### src/hdl/mwo_pkg.sv
`timescale 1ns / 1ps
// Shared types, constants and constant tables for the waveform oscillator.
// Depends on nothing; the design files refer to it by scoped names, the testbench imports it.
package mwo_pkg;

    localparam int SINE_TABLE_BITS = 10;
    localparam int MAX_HARMONICS   = 32;

    localparam int TIME_W   = 40;
    localparam int FREQ_W   = 24;
    localparam int PHASE_W  = 16;
    localparam int SAMPLE_W = 24;
    localparam int PROD_W   = 36;
    localparam int HALF_W   = PROD_W / 2;
    localparam int N_W      = (MAX_HARMONICS > 2) ? $clog2(MAX_HARMONICS) : 1;
    localparam int QLEN     = (1 << SINE_TABLE_BITS) + 1;
    localparam int ADDR_W   = SINE_TABLE_BITS + 1;
    localparam int ACC_W    = 35;
    localparam int W_W      = 22;

    localparam int CFG_IDX_W  = 3;
    localparam int CFG_DATA_W = 24;
    localparam int FIFO_DEPTH = 2;

    localparam logic [CFG_IDX_W-1:0] CFG_WAVEFORM  = 3'd0;
    localparam logic [CFG_IDX_W-1:0] CFG_VOLUME    = 3'd1;
    localparam logic [CFG_IDX_W-1:0] CFG_FREQUENCY = 3'd2;
    localparam logic [CFG_IDX_W-1:0] CFG_PHASE     = 3'd3;
    localparam logic [CFG_IDX_W-1:0] CFG_THRESHOLD = 3'd4;
    localparam logic [CFG_IDX_W-1:0] CFG_HARMONICS = 3'd5;

    localparam logic [2:0] WAVE_SINE     = 3'd0;
    localparam logic [2:0] WAVE_SQUARE   = 3'd1;
    localparam logic [2:0] WAVE_TRIANGLE = 3'd2;
    localparam logic [2:0] WAVE_SAW      = 3'd3;
    localparam logic [2:0] WAVE_INV_SAW  = 3'd4;
    localparam logic [2:0] WAVE_ADD_SAW  = 3'd5;

    localparam logic [29:0] TWO_OVER_PI_Q30 = 30'd683565276;
    localparam int SAMPLE_MAX = 8388607;
    localparam int SAMPLE_MIN = -8388608;

    localparam logic [63:0] PC1 = 64'd1686629713;
    localparam logic [63:0] PC3 = 64'd693598674;
    localparam logic [63:0] PC5 = 64'd85569306;
    localparam logic [63:0] PC7 = 64'd5026993;
    localparam logic [63:0] PC9 = 64'd172272;

    typedef struct packed {
        logic [2:0]          waveform;
        logic [14:0]         volume;
        logic [FREQ_W-1:0]   frequency_hz;
        logic [PHASE_W-1:0]  phase_offset;
        logic signed [15:0]  shape_threshold;
        logic [5:0]          harmonic_limit;
    } t_cfg;

    typedef struct packed {
        logic              valid;
        logic [PROD_W-1:0] prod;
    } t_prod_beat;

    typedef enum logic [1:0] {
        F_IDLE,
        F_HI,
        F_SUM,
        F_PUSH
    } t_front_state;

    typedef enum logic [2:0] {
        B_IDLE,
        B_RUN,
        B_KMUL,
        B_WAVE,
        B_VOL,
        B_OUT
    } t_back_state;

    typedef logic [14:0] t_qtab [QLEN];
    typedef logic [31:0] t_recip_tab [2**N_W];

    function automatic t_qtab build_qtab();
        t_qtab       tab;
        logic [63:0] x;
        logic [63:0] s;
        logic [63:0] t;
        logic [63:0] y;
        for (int i = 0; i < QLEN; i++) begin
            x = 64'(i) << (30 - SINE_TABLE_BITS);
            s = (x * x) >> 30;
            t = PC9;
            t = PC7 - ((s * t) >> 30);
            t = PC5 - ((s * t) >> 30);
            t = PC3 - ((s * t) >> 30);
            t = PC1 - ((s * t) >> 30);
            y = (x * t) >> 30;
            y = (y + 64'd16384) >> 15;
            if (y > 64'd32767) begin
                y = 64'd32767;
            end
            tab[i] = y[14:0];
        end
        return tab;
    endfunction

    function automatic t_recip_tab build_recip();
        t_recip_tab  tab;
        logic [63:0] q;
        tab[0] = 32'd0;
        for (int i = 1; i < 2**N_W; i++) begin
            q = (64'd1 << 31) / 64'(i);
            tab[i] = q[31:0];
        end
        return tab;
    endfunction

endpackage

### src/hdl/mwo_front.sv
`timescale 1ns / 1ps
// Front end: accepts time stamps and forms the cycle position product.
// Depends on mwo_pkg; feeds the product queue.
module mwo_front (
    input  logic                        i_clk,
    input  logic                        i_rst_n,
    input  logic                        i_valid,
    output logic                        o_ready,
    input  logic [mwo_pkg::TIME_W-1:0]  i_time_seconds,
    input  logic [mwo_pkg::FREQ_W-1:0]  i_frequency_hz,
    output mwo_pkg::t_prod_beat         o_push,
    input  logic                        i_push_ready
);

    localparam int HW    = mwo_pkg::HALF_W;
    localparam int PW    = mwo_pkg::PROD_W;
    localparam int MUL_W = mwo_pkg::FREQ_W + HW;

    mwo_pkg::t_front_state r_state;
    mwo_pkg::t_front_state n_state;

    logic [PW-1:0]    r_lo;
    logic [HW-1:0]    r_hi_t;
    logic [HW-1:0]    r_hi;
    logic [PW-1:0]    r_prod;
    logic [MUL_W-1:0] c_lo_full;
    logic [MUL_W-1:0] c_hi_full;
    logic             c_accept;

    assign c_lo_full = MUL_W'(i_frequency_hz) * MUL_W'(i_time_seconds[HW-1:0]);
    assign c_hi_full = MUL_W'(i_frequency_hz) * MUL_W'(r_hi_t);
    assign c_accept  = i_valid && o_ready;

    always_ff @(posedge i_clk) begin
        if (!i_rst_n) begin
            r_state <= mwo_pkg::F_IDLE;
        end else begin
            r_state <= n_state;
        end
    end

    always_ff @(posedge i_clk) begin
        if (c_accept) begin
            r_lo   <= c_lo_full[PW-1:0];
            r_hi_t <= i_time_seconds[PW-1:HW];
        end
        if (r_state == mwo_pkg::F_HI) begin
            r_hi <= c_hi_full[HW-1:0];
        end
        if (r_state == mwo_pkg::F_SUM) begin
            r_prod <= r_lo + {r_hi, {HW{1'b0}}};
        end
    end

    always_comb begin
        n_state     = r_state;
        o_ready     = 1'b0;
        o_push.valid = 1'b0;
        o_push.prod  = r_prod;
        case (r_state)
            mwo_pkg::F_IDLE: begin
                o_ready = 1'b1;
                if (i_valid) begin
                    n_state = mwo_pkg::F_HI;
                end
            end
            mwo_pkg::F_HI: begin
                n_state = mwo_pkg::F_SUM;
            end
            mwo_pkg::F_SUM: begin
                n_state = mwo_pkg::F_PUSH;
            end
            mwo_pkg::F_PUSH: begin
                o_push.valid = 1'b1;
                if (i_push_ready) begin
                    n_state = mwo_pkg::F_IDLE;
                end
            end
            default: begin
                n_state = mwo_pkg::F_IDLE;
            end
        endcase
    end

endmodule

### config.mk
export PLATFORM = sky130hd
export DESIGN_NAME = mwo_front
export DESIGN_NICKNAME = d
export VERILOG_FILES = /design/src/hdl/mwo_pkg.sv /design/src/hdl/mwo_front.sv
export SDC_FILE = /design/constraint.sdc
export NUM_CORES = 1
export LEC_CHECK = 0
export BUFFER_PORTS_ARGS = -buffer_cell sky130_fd_sc_hd__buf_2
export CAP_MARGIN = 20
export CELL_PAD_IN_SITES_DETAIL_PLACEMENT = 1
export CELL_PAD_IN_SITES_GLOBAL_PLACEMENT = 2
export CORE_MARGIN = 1.5
export CORE_UTILIZATION = 42
export CTS_BUF_LIST = sky130_fd_sc_hd__clkbuf_8
export DETAILED_ROUTE_END_ITERATION = 7
export PLACE_DENSITY_LB_ADDON = 0.1
export SLEW_MARGIN = 20
export SYNTH_ARGS = -nofsm -noshare
export SYNTH_HDL_FRONTEND = slang
export SYNTH_SLANG_ARGS = --single-unit
### constraint.sdc
create_clock -name i_clk -period 9 [get_ports i_clk]
set_input_delay 1.8 -clock i_clk [delete_from_list [all_inputs] [get_ports i_clk]]
set_output_delay 1.8 -clock i_clk [all_outputs]
set_load 0.01 [all_outputs]
==> flow_metrics.py <==
metrics = {
    "grt": {
        "antenna_found_initial": 2,
        "grt_max_degree": 55,
        "grt-busiest-layer": "met2",
        "grt_pass1_wl_um": 97500,
        "grt_use_total_pct": 24.40,
        "grt_pass1_vias": 17320,
        "met1_usage_pct": 33.70,
        "grt.overflow.total": 0,
        "grt_use_met3_pct": 2.436,
        "grt_util_met2_pct": 40.96,
    },
    "placed_design": {
        "hpwl_um": 48720,
        "place_ws_ns": 0.7402,
        "post_dp_cell_area_um2": 23060,
        "place_inst": 3030,
        "routabilityCongestion": 0.8672,
        "portBuffers": 101,
    },
    "run_status": {
        "outcome": "completed",
    },
    "setup_path": {
        "reg2regPathDepth": 19,
        "r2r_slack_ns": 3.06,
        "r2r-start": "r_hi_t[3]$_DFFE_PP_",
        "start_kind": "input port",
        "cp_max_fo": 17,
        "arrival_ns": 7.93,
        "cp-end-kind": "flop",
        "crit_type": "in -> reg",
        "r2r_end": "r_hi[17]$_DFFE_PN_",
        "worstPathRequired_ns": 9.19,
    },
    "logic_synthesis": {
        "synth_flop_cell": "edfxtp_1",
        "ys_warn_count": 0,
        "synth-seq-cells": 110,
        "syn_inst": 2318,
        "ys_async_sr_fraction_pct": 0,
        "avgSynthCellArea_um2": 9.426,
        "synth_area_um2": 21850,
        "syn_nets": 2996,
        "synth_edf_count": 108,
        "synth_cell_types": 51,
        "yosysSeqAreaShare_pct": 15.03,
    },
    "cells_and_area": {
        "design_area_um2": 23260,
        "final_cells": 3048,
        "area_growth_pct": 6.471,
        "fin_nets": 3039,
        "final_layout_size_suffix_gt1_share_pct": 6.974,
    },
    "cts": {
        "cts_hold_buffers": 0,
        "cts_resized": 0,
        "cts-root-buf": "clkbuf_8",
        "path_clk_slew_ns": 0.11,
        "cts_setup_buffers": 0,
        "h-tree-depth": 3,
        "clk-insertion-delay-late_ns": 0.48,
        "clkSinkCount": 110,
        "clockBufferDepth": 2,
        "cts_tree": "yes",
        "numCtsBuffers": 9,
    },
    "sta": {
        "min_period_ns": 7.738,
        "final_critical_path_setup_slack_ns": 1.262,
        "finalCritPeriodShare_pct": 85.98,
        "fin_tns_setup_ns": 0,
        "setup_viol": 0,
        "hold_violations": 0,
        "skew_ns": 0.03927,
        "max_freq_mhz": 129.2,
        "relSlewSlack_pct": 35.95,
        "drv_slew": 0,
        "worst_slew_pin_slew_ns": 0.9608,
        "rsz0062_at_grt": "false",
    },
    "flow_run": {
        "maxCapViolCount": 0,
    },
    "min_path": {
        "hp-start": "r_lo[10]$_DFFE_PP_",
        "whs_endpoint": "r_prod[10]$_DFFE_PP_",
        "min_path_cells": 0,
        "hold_class": "reg -> reg",
    },
    "floorplanning": {
        "coreArea_um2": 51410,
        "ios": 106,
        "initial_core_util_pct": 42.50,
        "row_count": 83,
        "die_y_um": 231.1,
        "die-width_um": 231.1,
        "dieArea_um2": 53400,
    },
    "routing": {
        "drt_iter0_drc": 616,
        "wire_per_inst_um": 20.04,
        "post-route-drc-count": 0,
        "firstDrtPassIters": 4,
        "routed_wl_um": 61090,
        "vias_per_cell": 5.017,
        "ant_nets": 0,
        "vias": 15290,
    },
}
## synth_stat cells, types with 8 or more instances
library cell    n  area [um2]
and2_1        215        1345
clkbuf_1      100       375.4
nor2b_1        10       62.56
ha_1          161        2014
xnor2_1        79       691.9
xor2_1         18       157.7
a21oi_1        36       180.2
a21o_1          8       60.06
nor3_1         15       75.07
edfxtp_1      108        3243
nand2_1       391        1468
nor2_1         36       135.1
fa_1          449        8989
inv_1         570        2140
o21ai_0        18       90.09
o21a_1          9       67.56
## through the flow
step | utilization [%] | hold slack (ns)
after global routing | 45.25 | 0.4287
after detailed placement | 44.86 | 0.4062
after CTS | 45.24 | 0.4239
final | 45.25 | 0.4254
after global placement | 44.86 | 0.4027
after floorplan | - | 0.4003
## cells in the final DEF, fill, tap and decap left out, types with 4 or more instances in the layout
cell type	Yosys	routed
o21a_1	9	9
and3_1	6	6
clkbuf_8	1	10
edfxtp_1	108	108
nor3_1	15	15
or2_2	4	4
o31ai_1	5	5
nand3_1	7	7
ha_1	161	160
a21oi_1	36	36
or3_1	5	5
buf_2	0	101
inv_1	570	570
a31oi_1	7	7
a311oi_1	4	4
nor2b_1	10	10
and2_1	215	214
xnor2_1	79	79
nand2b_1	6	6
inv_6	0	4
nor2_1	36	36
xor2_1	18	18
a21o_1	8	8
fa_1	449	449
nand2_1	391	391
buf_4	1	33
a211oi_1	7	7
o21ai_0	18	18
## worst max-delay path by stage
| stage | startpoint | to | cells past startpoint |
|---|---|---|---|
| 6_report | i_time_seconds[9] | r_lo[27]$_DFFE_PP_ | 20 |
| 3_3_place_gp | i_time_seconds[3] | r_lo[31]$_DFFE_PP_ | 19 |
| 4_1_cts | i_time_seconds[3] | r_lo[31]$_DFFE_PP_ | 19 |
| 5_1_grt | i_time_seconds[3] | r_lo[31]$_DFFE_PP_ | 19 |
| 2_1_floorplan | i_frequency_hz[7] | r_lo[34]$_DFFE_PP_ | 22 |
| 3_5_place_dp | i_time_seconds[9] | r_lo[31]$_DFFE_PP_ | 20 |
## flip-flops by register name (all words and copies together) (netlist names)
signal and flops:
r_lo 36, r_prod 36, r_hi 18, r_hi_t 18, r_state 2
## routing by layer
layer  vias up  share of wire, %
li1       6886                 -
met1      8097                47
met2       251                48
met3        59               3.2
met4         0               2.2
met5         -                 0
## cell type report
cell class	instances	area, um2
well taps	680	850.8
multi-input cells	1536	16030
clock buffers	10	137.6
fillers	5895	28140
clock inverters	6	60.06
repair buffers	134	753.2
diodes	2	5.005
flip-flops and latches	110	3283
inverters	570	2140
## kinds of logic (layout without fill, tap and decap cells)
| kind of cell | after synthesis | in the layout | share of synthesized area (%) |
|---|---|---|---|
| multiplexers | 2 | 2 | 0.09163 |
| AO/OA/AOI/OAI | 122 | 122 | 3.774 |
| AND/OR/NAND/NOR | 705 | 705 | 15.25 |
| XOR/XNOR | 97 | 97 | 3.888 |
| flip-flops | 110 | 110 | 15.03 |
| other | 0 | 2 | 0 |
| adder cells (fa/ha/maj) | 610 | 610 | 50.36 |
| buffers and inverters | 672 | 720 | 11.61 |
## worst max-delay path, cell delays in order
cell and delay [ns]:
buf_2 0.47, buf_4 0.29, nand2_1 0.09, fa_1 0.56, inv_1 0.05, fa_1 0.48
fa_1 0.59, fa_1 0.44, fa_1 0.50, inv_1 0.06, fa_1 0.48, inv_1 0.04
ha_1 0.41, o21a_1 0.22, nor2b_1 0.21, nor4_1 0.08, nor3_2 0.35, nor2_1 0.12
o21bai_1 0.18, xor2_1 0.47
Power is not shown: default switching activity piles up to over one toggle a cycle in this logic, so the estimate is an artifact.
