## src/hdl/mwo_pkg.sv

```systemverilog
`timescale 1ns / 1ps
// Shared types, constants and constant tables for the waveform oscillator.
// Depends on nothing; the design files refer to it by scoped names, the testbench imports it.
package mwo_pkg;

    localparam int SINE_TABLE_BITS = 10;
    localparam int MAX_HARMONICS   = 32;

    localparam int TIME_W   = 40;
    localparam int FREQ_W   = 24;
    localparam int PHASE_W  = 16;
    localparam int SAMPLE_W = 24;
    localparam int PROD_W   = 36;
    localparam int HALF_W   = PROD_W / 2;
    localparam int N_W      = (MAX_HARMONICS > 2) ? $clog2(MAX_HARMONICS) : 1;
    localparam int QLEN     = (1 << SINE_TABLE_BITS) + 1;
    localparam int ADDR_W   = SINE_TABLE_BITS + 1;
    localparam int ACC_W    = 35;
    localparam int W_W      = 22;

    localparam int CFG_IDX_W  = 3;
    localparam int CFG_DATA_W = 24;
    localparam int FIFO_DEPTH = 2;

    localparam logic [CFG_IDX_W-1:0] CFG_WAVEFORM  = 3'd0;
    localparam logic [CFG_IDX_W-1:0] CFG_VOLUME    = 3'd1;
    localparam logic [CFG_IDX_W-1:0] CFG_FREQUENCY = 3'd2;
    localparam logic [CFG_IDX_W-1:0] CFG_PHASE     = 3'd3;
    localparam logic [CFG_IDX_W-1:0] CFG_THRESHOLD = 3'd4;
    localparam logic [CFG_IDX_W-1:0] CFG_HARMONICS = 3'd5;

    localparam logic [2:0] WAVE_SINE     = 3'd0;
    localparam logic [2:0] WAVE_SQUARE   = 3'd1;
    localparam logic [2:0] WAVE_TRIANGLE = 3'd2;
    localparam logic [2:0] WAVE_SAW      = 3'd3;
    localparam logic [2:0] WAVE_INV_SAW  = 3'd4;
    localparam logic [2:0] WAVE_ADD_SAW  = 3'd5;

    localparam logic [29:0] TWO_OVER_PI_Q30 = 30'd683565276;
    localparam int SAMPLE_MAX = 8388607;
    localparam int SAMPLE_MIN = -8388608;

    localparam logic [63:0] PC1 = 64'd1686629713;
    localparam logic [63:0] PC3 = 64'd693598674;
    localparam logic [63:0] PC5 = 64'd85569306;
    localparam logic [63:0] PC7 = 64'd5026993;
    localparam logic [63:0] PC9 = 64'd172272;

    typedef struct packed {
        logic [2:0]          waveform;
        logic [14:0]         volume;
        logic [FREQ_W-1:0]   frequency_hz;
        logic [PHASE_W-1:0]  phase_offset;
        logic signed [15:0]  shape_threshold;
        logic [5:0]          harmonic_limit;
    } t_cfg;

    typedef struct packed {
        logic              valid;
        logic [PROD_W-1:0] prod;
    } t_prod_beat;

    typedef enum logic [1:0] {
        F_IDLE,
        F_HI,
        F_SUM,
        F_PUSH
    } t_front_state;

    typedef enum logic [2:0] {
        B_IDLE,
        B_RUN,
        B_KMUL,
        B_WAVE,
        B_VOL,
        B_OUT
    } t_back_state;

    typedef logic [14:0] t_qtab [QLEN];
    typedef logic [31:0] t_recip_tab [2**N_W];

    function automatic t_qtab build_qtab();
        t_qtab       tab;
        logic [63:0] x;
        logic [63:0] s;
        logic [63:0] t;
        logic [63:0] y;
        for (int i = 0; i < QLEN; i++) begin
            x = 64'(i) << (30 - SINE_TABLE_BITS);
            s = (x * x) >> 30;
            t = PC9;
            t = PC7 - ((s * t) >> 30);
            t = PC5 - ((s * t) >> 30);
            t = PC3 - ((s * t) >> 30);
            t = PC1 - ((s * t) >> 30);
            y = (x * t) >> 30;
            y = (y + 64'd16384) >> 15;
            if (y > 64'd32767) begin
                y = 64'd32767;
            end
            tab[i] = y[14:0];
        end
        return tab;
    endfunction

    function automatic t_recip_tab build_recip();
        t_recip_tab  tab;
        logic [63:0] q;
        tab[0] = 32'd0;
        for (int i = 1; i < 2**N_W; i++) begin
            q = (64'd1 << 31) / 64'(i);
            tab[i] = q[31:0];
        end
        return tab;
    endfunction

endpackage

```

## src/hdl/mwo_fifo.sv

```systemverilog
`timescale 1ns / 1ps
// Short queue of phase products between the front end and the back end.
// Depends on mwo_pkg.
module mwo_fifo (
    input  logic                i_clk,
    input  logic                i_rst_n,
    input  mwo_pkg::t_prod_beat i_push,
    output logic                o_push_ready,
    output mwo_pkg::t_prod_beat o_pop,
    input  logic                i_pop_ready
);

    localparam int DEPTH = mwo_pkg::FIFO_DEPTH;
    localparam int PTR_W = (DEPTH > 2) ? $clog2(DEPTH) : 1;
    localparam int CNT_W = $clog2(DEPTH + 1);

    logic [mwo_pkg::PROD_W-1:0] r_mem [DEPTH];
    logic [PTR_W-1:0]           r_wr_ptr;
    logic [PTR_W-1:0]           r_rd_ptr;
    logic [CNT_W-1:0]           r_count;
    logic                       c_push;
    logic                       c_pop;

    assign o_push_ready = (r_count != CNT_W'(DEPTH));
    assign o_pop.valid  = (r_count != '0);
    assign o_pop.prod   = r_mem[r_rd_ptr];
    assign c_push       = i_push.valid && o_push_ready;
    assign c_pop        = o_pop.valid && i_pop_ready;

    always_ff @(posedge i_clk) begin
        if (c_push) begin
            r_mem[r_wr_ptr] <= i_push.prod;
        end
    end

    always_ff @(posedge i_clk) begin
        if (!i_rst_n) begin
            r_wr_ptr <= '0;
            r_rd_ptr <= '0;
            r_count  <= '0;
        end else begin
            if (c_push) begin
                r_wr_ptr <= (r_wr_ptr == PTR_W'(DEPTH - 1)) ? '0 : r_wr_ptr + 1'b1;
            end
            if (c_pop) begin
                r_rd_ptr <= (r_rd_ptr == PTR_W'(DEPTH - 1)) ? '0 : r_rd_ptr + 1'b1;
            end
            if (c_push && !c_pop) begin
                r_count <= r_count + 1'b1;
            end else if (c_pop && !c_push) begin
                r_count <= r_count - 1'b1;
            end
        end
    end

endmodule

```

## config.mk

```make
export PLATFORM = sky130hd
export DESIGN_NAME = mwo_fifo
export DESIGN_NICKNAME = d
export VERILOG_FILES = /design/src/hdl/mwo_pkg.sv /design/src/hdl/mwo_fifo.sv
export SDC_FILE = /design/constraint.sdc
export NUM_CORES = 1
export LEC_CHECK = 0
export BUFFER_PORTS_ARGS = -buffer_cell sky130_fd_sc_hd__buf_2
export CAP_MARGIN = 20
export CORE_MARGIN = 4
export CORE_UTILIZATION = 45
export DETAILED_ROUTE_END_ITERATION = 10
export PLACE_DENSITY = 0.71
export SLEW_MARGIN = 20
export SYNTH_ARGS = -nofsm -noshare
export SYNTH_HDL_FRONTEND = slang
export SYNTH_SLANG_ARGS = --single-unit
```

## constraint.sdc

```tcl
create_clock -name i_clk -period 3.15 [get_ports i_clk]
set_clock_uncertainty 0.05 [all_clocks]
set_input_delay 0.63 -clock i_clk [delete_from_list [all_inputs] [get_ports i_clk]]
set_output_delay 0.63 -clock i_clk [all_outputs]
set_load 0.005 [all_outputs]
```

==> results of run 1 <==
[cells in the mapped netlist (all sizes together)]
master / n
and2: 4
a21bo: 1
xnor2: 2
mux2: 36
or3: 1
o21ai: 2
buf: 4
inv: 1
ha: 1
edfxtp: 72
a21boi: 2
and3: 1
nand3b: 1
nand2b: 1
or2: 1
xor2: 1
dfxtp: 5
[registers in the layout, summed over array words and instances, names as in the netlist, named ones only]
| register | count |
|---|---|
| r_rd_ptr | 1 |
| r_count | 2 |
| r_mem | 72 |
| r_wr_ptr | 1 |
[worst max-delay path, cell delays in order (launching register included)]
cell,delay [ns]
dfxtp_2,0.56
buf_4,0.36
mux2_2,0.39
buf_2,0.13
[cell families after synthesis]
group,share of synthesized area (%)
xor+xnor,0.928
fa+ha+maj,0.442
compound gates,1.24
buf+inv,0.927
flops,79.9
mux,14.3
simple gates,2.30
[power by group through the flow]
stage	registers (W)	logic, W	clock network (W)
after floorplan	0.00134	0.000401	0
final	0.00135	0.000602	0.000863
after global routing	0.00136	0.000668	0.000941
after CTS	0.00135	0.000623	0.000884
after detailed placement	0.00138	0.000619	0
after global placement	0.00137	0.000612	0
[stage by stage]
step	hold WS, ns	util, %
after floorplan	0.462	-
after global placement	0.483	54.9
after detailed placement	0.494	54.9
after CTS	0.409	58.8
after global routing	0.398	58.8
final	0.427	58.8
[layer usage]
layer  part of all wire (%)  vias to the layer above  track usage (%)  wire length, µm
met5                      0                        -                0                0
met4                    1.9                        0             6.69               93
met3                    4.8                        8             5.30              230
met2                     53                       33             22.9             2520
met1                     41                      729             14.8             1940
li1                       -                      701                -                -
[final cells by class]
cell class	count	area [µm²]	area share [%]
Clock buffer	9	124	3.49
Clock inverter	7	114	3.21
Inverter	1	3.75	0.106
Timing Repair Buffer	79	400	11.3
Multi-Input combinational cell	54	546	15.4
Sequential cell	77	2260	63.9
Tap cell	75	93.8	2.65
[final timing paths]
| check | slack [ns] | end | cells after the start | from |
|---|---|---|---|---|
| setup reg to reg | 1.35 | r_mem[1][31] | 2 | r_count[0] |
| setup / recovery | 0.70 | o_pop[1] | 3 | flop |
| hold reg to reg | 0.51 | r_wr_ptr | 2 | r_wr_ptr |
| hold / removal | 0.43 | r_mem[1][5] | 1 | i_push[5] |
==> impl_metrics.ini, run 1 <==
[floorplanning]
start_util_pct = 47.0
die_w_um = 87.3
die_area_um2 = 7630
die_y_um = 87.3
boundaryPins = 78
core_um2 = 6030
rows = 28

[power_and_ir_drop]
power.ir.vdd_worst_mv = 0.433
p_clk_share_pct = 30.6
switching_share_pct = 24.0
combPwrFrac_pct = 21.4
power.sequential.fraction_pct = 48.0
p_total_w = 0.00281
power.leakage_nw = 1.34
intPower_w = 0.00214
power_density_nw_per_um2 = 794
power.switching_w = 0.000676

[detailed_routing]
totalWireLength_um = 4780
antenna_nets_post_route = 0
first_pass_iters = 4
viasPerCell = 4.87
wl_per_cell_um = 15.8
drc = 0
num_vias = 1471
drtIter0Drc = 64

[yosys]
netlist-cell-type-count = 20
synth_cells = 136
postSynthNetCount = 177
synth_area_per_cell_um2 = 20.8
postSynthRegisterBits = 77
synth_top_cell_area_share_pct = 76.3
post_synth_main_area_contributors = edfxtp_1 76%, mux2_2 14%, dfxtp_1 3.5%, and2_1 0.88%, xnor2_1 0.62%
post-synth-top-area-cell = edfxtp_1
count_of_synthesis_stage_warnings_from_yosys = 0
share_of_the_yosys_chip_area_belonging_to_registers_pct = 79.9
netlist_area_um2 = 2830

[sta]
final_worst_path_cycle_share_pct = 77.9
worst_slack_ns = 0.696
max_freq_ghz = 0.407
grt_setup_unrepaired = false
post-route-min-period_ns = 2.45
finalSetupTns_ns = 0
tightestPinTransition_ns = 0.873
finalHoldViolCount = 0
relSlewSlack_pct = 41.8
timing.final.max_slew_violations = 0
finalSetupViolations = 0

[clock_network]
cts-buffers-inserted = 9
clock_insertion_delay_worst_skew_ns = 0.33
number_of_buffers_added_for_setup_after_cts = 0
clock_tree_from_tritoncts = done
ctsHtreeMaxLevel = 3
clock_pin_slew_on_the_worst_setup_and_hold_paths_ns = 0.08
root_buffer = clkbuf_8
cts-root-to-sink-buffers = 2
number_of_gates_resized_after_cts = 0
numClockSinks = 77
ctsHoldBuffers = 0

[placed_design]
worst_setup_timing_slack_at_the_placement_stage_ns = 1.00
gpl.final_weighted_congestion = 0.677
port_buffers = 77
place_area_um2 = 3310
dp_cells = 286
estimated_wirelength_of_the_detail_placed_design_um = 3180

[status]
run_status = completed

[flow_run]
maxCapViolations = 0

[finish]
post-route-cell-area_um2 = 3540
num-nets-final = 263
insertedDiodeCount = 0
area_growth_syn_to_layout_pct = 25.1
layout_commonest_cell = buf_2
fillCellCount = 483
layout_cell_share_with_drive_strength_beyond_1_pct = 59.9
layout.cells.most_common_list = 77 x buf_2, 72 x edfxtp_1, 36 x mux2_2
stdcell_count = 302

[global_routing]
vias_in_the_first_global_route = 1590
initial_antenna_violation_count = 0
track_usage_pct = 13.6
first_pass_grt_wire_length_um = 7480
grt_max_degree = 37
grt_remaining_overflow = 0

[min_path]
hold_class = in -> reg

[worst_setup_path]
worst_setup_path_end_kind = primary output
worstSetupStartpointType = flop
worst-path-max-fanout = 21
crit_arrival_ns = 1.77
setup.worst_path.class = reg -> out
worst_ep_required_time_ns = 2.47
No activity file was read; power rests on OpenSTA's default activity.
==> run 2: changes to the inputs <==
--- a/config.mk
+++ b/config.mk
@@ -5,12 +5,13 @@
 export SDC_FILE = /design/constraint.sdc
 export NUM_CORES = 1
 export LEC_CHECK = 0
+export ABC_AREA = 1
 export BUFFER_PORTS_ARGS = -buffer_cell sky130_fd_sc_hd__buf_2
 export CAP_MARGIN = 20
 export CORE_MARGIN = 4
 export CORE_UTILIZATION = 45
 export DETAILED_ROUTE_END_ITERATION = 10
-export PLACE_DENSITY = 0.71
+export PLACE_DENSITY = 0.73
 export SLEW_MARGIN = 20
 export SYNTH_ARGS = -nofsm -noshare
 export SYNTH_HDL_FRONTEND = slang
==> constraint.sdc (replaced) <==
create_clock -name i_clk -period 2.05 [get_ports i_clk]
set_clock_uncertainty 0.05 [all_clocks]
set_input_delay 0.41 -clock i_clk [delete_from_list [all_inputs] [get_ports i_clk]]
set_output_delay 0.41 -clock i_clk [all_outputs]
set_load 0.005 [all_outputs]
==> impl_metrics.ini, run 2 <==
[yosys]
synth_area_per_cell_um2 = 20.1
yosys.area_share.adder_pct = 0.418
count_of_synthesis_stage_warnings_from_yosys = 0
postSynthNetCount = 190
post_synth_main_area_contributors = edfxtp_1 72%, mux2_4 15%, dfxtp_1 3.3%, mux2_2 2.3%, buf_12 2.0%
netlist-cell-type-count = 15
postSynthRegisterBits = 77
number_of_synthesized_flops_with_an_enable_pin = 72
synth_simple_gate_area_share_pct = 2.51
most_common_cell_in_the_synthesized_netlist = edfxtp_1
post-synth-top-area-cell = edfxtp_1
synth.mux.area_fraction_pct = 17.3
synthArstFlopShare_pct = 0
synth_common_cells = 72 x edfxtp_1, 30 x mux2_4, 9 x nand2_1
synth_top_family_by_area = multiplexers
top_flip_flop_cell_by_instance_count_after_synthesis = edfxtp_1
yosys.area_share.xor_xnor_pct = 0
netlist_area_um2 = 2990
share_of_the_yosys_chip_area_belonging_to_registers_pct = 75.6
synth_top_cell_area_share_pct = 72.3
synth_cells = 149
synth_compound_gate_area_share_pct = 0.753

[power_and_ir_drop]
power.leakage_nw = 1.48
p_total_w = 0.00434
power_density_nw_per_um2 = 1180
power.ir.vdd_worst_mv = 0.599

[detailed_routing]
num_vias = 1523
first_pass_iters = 4
drc = 0
drtIter0Drc = 93
viasPerCell = 4.74
totalWireLength_um = 4970
antenna_nets_post_route = 0
wl_per_cell_um = 15.5

[worst_setup_path]
setup.worst_path.class = reg -> out
crit_arrival_ns = 1.40
worst_r2r_path_depth = 10
worstSetupStartpointType = flop
worst_setup_path_end_kind = primary output
crit_buf_inv = 2
crit_cells = 3
cpMaxStageDelayCell = mux2_2
worst_ep_required_time_ns = 1.59
crit_path_cell_trace = buf_12 -> mux2_2 -> buf_2
critical-path-top-delay-family = multiplexers
worst-path-max-fanout = 28
slowest_delay_ns = 0.36

[placed_design]
estimated_wirelength_of_the_detail_placed_design_um = 3490
dp_cells = 305
port_buffers = 77
gpl.final_weighted_congestion = 0.762

[global_routing]
grt_remaining_overflow = 0
first_pass_grt_wire_length_um = 7340
vias_in_the_first_global_route = 1509
grt_max_degree = 29
initial_antenna_violation_count = 0
track_usage_pct = 12.7

[finish]
insertedDiodeCount = 0
area_growth_syn_to_layout_pct = 23.3
largestRegisters = r_mem: 72 flops, r_count: 2 flops
layout.cells.most_common_list = 77 x buf_2, 72 x edfxtp_1, 30 x mux2_4
stdcell_count = 321
num-nets-final = 280
layout_commonest_cell = buf_2
largest_register_ffs = 72
layout_cell_share_with_drive_strength_beyond_1_pct = 55.7
registers.top_by_ff_count = r_mem

[sta]
finalSetupTns_ns = 0
relSlewSlack_pct = 78.4
final_worst_path_cycle_share_pct = 90.6
finalSetupViolations = 0
fin_hold_ws_ns = 0.211
grt_setup_unrepaired = false
timing.final.max_slew_violations = 0
max_freq_ghz = 0.538
post-route-min-period_ns = 1.86
tightestPinTransition_ns = 0.323
finalHoldViolCount = 0

[clock_network]
clock_pin_slew_on_the_worst_setup_and_hold_paths_ns = 0.08
clock_tree_from_tritoncts = done
numClockSinks = 77
number_of_gates_resized_after_cts = 0
cts-root-to-sink-buffers = 2
cts-buffers-inserted = 9
ctsHoldBuffers = 0
root_buffer = clkbuf_8
clock_insertion_delay_worst_skew_ns = 0.33
ctsHtreeMaxLevel = 3
number_of_buffers_added_for_setup_after_cts = 0

[floorplanning]
boundaryPins = 78
die_y_um = 89.5
core_um2 = 6390
die_area_um2 = 8020
die_w_um = 89.5
rows = 29
start_util_pct = 46.8

[status]
run_status = completed

[min_path]
timing.hold.worst_path_depth = 1
hold_class = in -> reg

[flow_run]
maxCapViolations = 0
## run 2: cell families (layout without fill, tap and decap cells)
| kind of cell | count (synthesis) | after routing |
|---|---|---|
| mux | 36 | 36 |
| simple gates | 19 | 19 |
| fa+ha+maj | 1 | 1 |
| compound gates | 4 | 4 |
| flops | 77 | 77 |
| buf+inv | 12 | 107 |
## run 2: worst paths after layout
| path | slack, ns | start | end |
|---|---|---|---|
| max | 0.19 | flop | o_pop[22] |
| max reg2reg | 0.42 | r_count[0] | r_count[1] |
| min reg2reg | 0.46 | r_rd_ptr | flop |
| min | 0.21 | i_push[18] | r_mem[1][18] |
## run 2: layout make-up
class                           count  area, µm²
Sequential cell                    77       2260
Clock inverter                      7       88.8
Multi-Input combinational cell     60        643
Timing Repair Buffer               83        443
Inverter                            8       30.0
Clock buffer                        9        124
Tap cell                           77       96.3
Fill cell                         516       2700
## run 2: report_power, final
group          switching [W]  internal [W]  leakage, nW
combinational       0.000505      0.000576        0.664
sequential         0.0000730       0.00199        0.713
clock               0.000520      0.000679        0.105
## run 2: per-layer routing
layer	track usage, %	up-vias	wire (µm)
met3	5.90	7	467
li1	-	739	-
met5	0	-	0
met2	19.6	52	2350
met4	4.47	0	59
met1	15.9	725	2090
## run 2: stage by stage
stage          util (%)  area, µm²  worst slack [ns]
2_1_floorplan         -       2990            -0.539
3_3_place_gp       54.4       3480             0.528
3_5_place_dp       54.4       3480             0.432
4_1_cts            57.8       3690             0.144
5_1_grt            57.8       3690             0.116
6_report           57.8       3690             0.192
==> run 3: changes to the inputs <==
--- a/config.mk
+++ b/config.mk
@@ -11,7 +11,7 @@
 export CORE_MARGIN = 4
 export CORE_UTILIZATION = 45
 export DETAILED_ROUTE_END_ITERATION = 10
-export PLACE_DENSITY = 0.73
+export PLACE_DENSITY = 0.75
 export SLEW_MARGIN = 20
 export SYNTH_ARGS = -nofsm -noshare
 export SYNTH_HDL_FRONTEND = slang
==> impl_metrics.ini, run 3 (same netlist as run 2, synthesis figures left out) <==
[status]
run_status = completed

[clock_network]
clock_pin_slew_on_the_worst_setup_and_hold_paths_ns = 0.07
cts-buffers-inserted = 9
ctsHoldBuffers = 0
number_of_gates_resized_after_cts = 0
ctsHtreeMaxLevel = 3
clock_insertion_delay_worst_skew_ns = 0.33
root_buffer = clkbuf_8
clock_tree_from_tritoncts = done
numClockSinks = 77
cts-root-to-sink-buffers = 2
number_of_buffers_added_for_setup_after_cts = 0

[placed_design]
gpl.final_weighted_congestion = 0.693
port_buffers = 77
dp_cells = 305
worst_setup_timing_slack_at_the_placement_stage_ns = 0.428
estimated_wirelength_of_the_detail_placed_design_um = 3560

[detailed_routing]
viasPerCell = 4.78
drtIter0Drc = 63
drc = 0
first_pass_iters = 4
antenna_nets_post_route = 0
num_vias = 1529
totalWireLength_um = 4950
wl_per_cell_um = 15.5

[min_path]
timing.hold.worst_path_depth = 1
worst_hold_startpoint = i_push[3]
hold_class = in -> reg
hold_path_end = r_mem[1][3]

[power_and_ir_drop]
power.leakage_nw = 1.46
power.ir.vdd_worst_mv = 0.814
p_total_w = 0.00416
power_density_nw_per_um2 = 1140

[sta]
worst_slack_ns = 0.200
max_freq_ghz = 0.541
finalHoldViolCount = 0
timing.final.max_slew_violations = 0
final_worst_path_cycle_share_pct = 90.2
relSlewSlack_pct = 80.3
grt_setup_unrepaired = false
finalSetupViolations = 0
post-route-min-period_ns = 1.85
tightestPinTransition_ns = 0.296

[worst_setup_path]
timing.rr.start = r_count[0]
cpMaxStageDelayCell = mux2_2
worst_r2r_path_depth = 10
r2r-end = r_count[1]
worst_ep_required_time_ns = 1.59
worst_setup_path_end_kind = primary output
crit_arrival_ns = 1.39
r2r_slack_ns = 0.41
critical-path-top-delay-family = multiplexers
worst-path-max-fanout = 27
crit_path_cell_trace = buf_12 -> mux2_2 -> buf_2
worstSetupStartpointType = flop
setup.worst_path.class = reg -> out
crit_buf_inv = 2
slowest_delay_ns = 0.36

[floorplanning]
die_y_um = 89.5
core_um2 = 6390
rows = 29
boundaryPins = 78
die_w_um = 89.5
start_util_pct = 46.8
die_area_um2 = 8020

[global_routing]
initial_antenna_violation_count = 1
first_pass_grt_wire_length_um = 7310
grt_max_degree = 28
grt_remaining_overflow = 0
vias_in_the_first_global_route = 1631
track_usage_pct = 12.8

[flow_run]
maxCapViolations = 0

[finish]
registers.top_by_ff_count = r_mem
fillCellCount = 516
insertedDiodeCount = 0
num-nets-final = 280
layout.cells.most_common_list = 77 x buf_2, 72 x edfxtp_1, 30 x mux2_4
stdcell_count = 320
layout_cell_share_with_drive_strength_beyond_1_pct = 54.3
largest_register_ffs = 72
area_growth_syn_to_layout_pct = 22.0
layout_commonest_cell = buf_2
largestRegisters = r_mem: 72 flops, r_count: 2 flops
run 3: worst max path at each step:
stage	from	to	slack, ns	cells past startpoint
floorplan	r_count[0]	r_mem[0][0]	-0.54	4
global placement	flop	o_pop[16]	0.53	3
detailed placement	r_count[0]	r_count[1]	0.43	10
CTS	flop	o_pop[15]	0.16	3
global route	flop	o_pop[22]	0.13	3
finish	flop	o_pop[22]	0.20	3
run 3: layer usage:
| layer | part of all wire (%) | up-vias | track usage, % |
|---|---|---|---|
| li1 | - | 737 | - |
| met1 | 39 | 732 | 13.7 |
| met2 | 52 | 47 | 22.0 |
| met3 | 5.9 | 11 | 4.79 |
| met4 | 2.4 | 2 | 6.90 |
| met5 | 0.24 | - | 0 |
run 3: cell type report:
type | count | area, µm² | share of cell area [%]
multi-input cells | 60 | 643 | 17.6
repair buffers | 83 | 443 | 12.1
flip-flops and latches | 77 | 2260 | 62.0
clock buffers | 12 | 135 | 3.70
clock inverters | 3 | 37.5 | 1.03
inverters | 8 | 30.0 | 0.823
well taps | 77 | 96.3 | 2.64
run 3: stage by stage:
step	setup TNS [ns]	utilization, %	hold slack (ns)	area, µm²
4_1_cts	0	57.1	0.193	3650
3_5_place_dp	0	54.4	0.438	3480
3_3_place_gp	0	54.4	0.429	3480
6_report	0	57.1	0.216	3650
5_1_grt	0	57.1	0.185	3650
2_1_floorplan	-38.82	-	0.417	2990
run 3: report_power, final:
group,switching [W],internal [W]
Clock,0.000471,0.000550
Sequential,0.0000726,0.00199
Combinational,0.000505,0.000576
Total,0.00105,0.00312
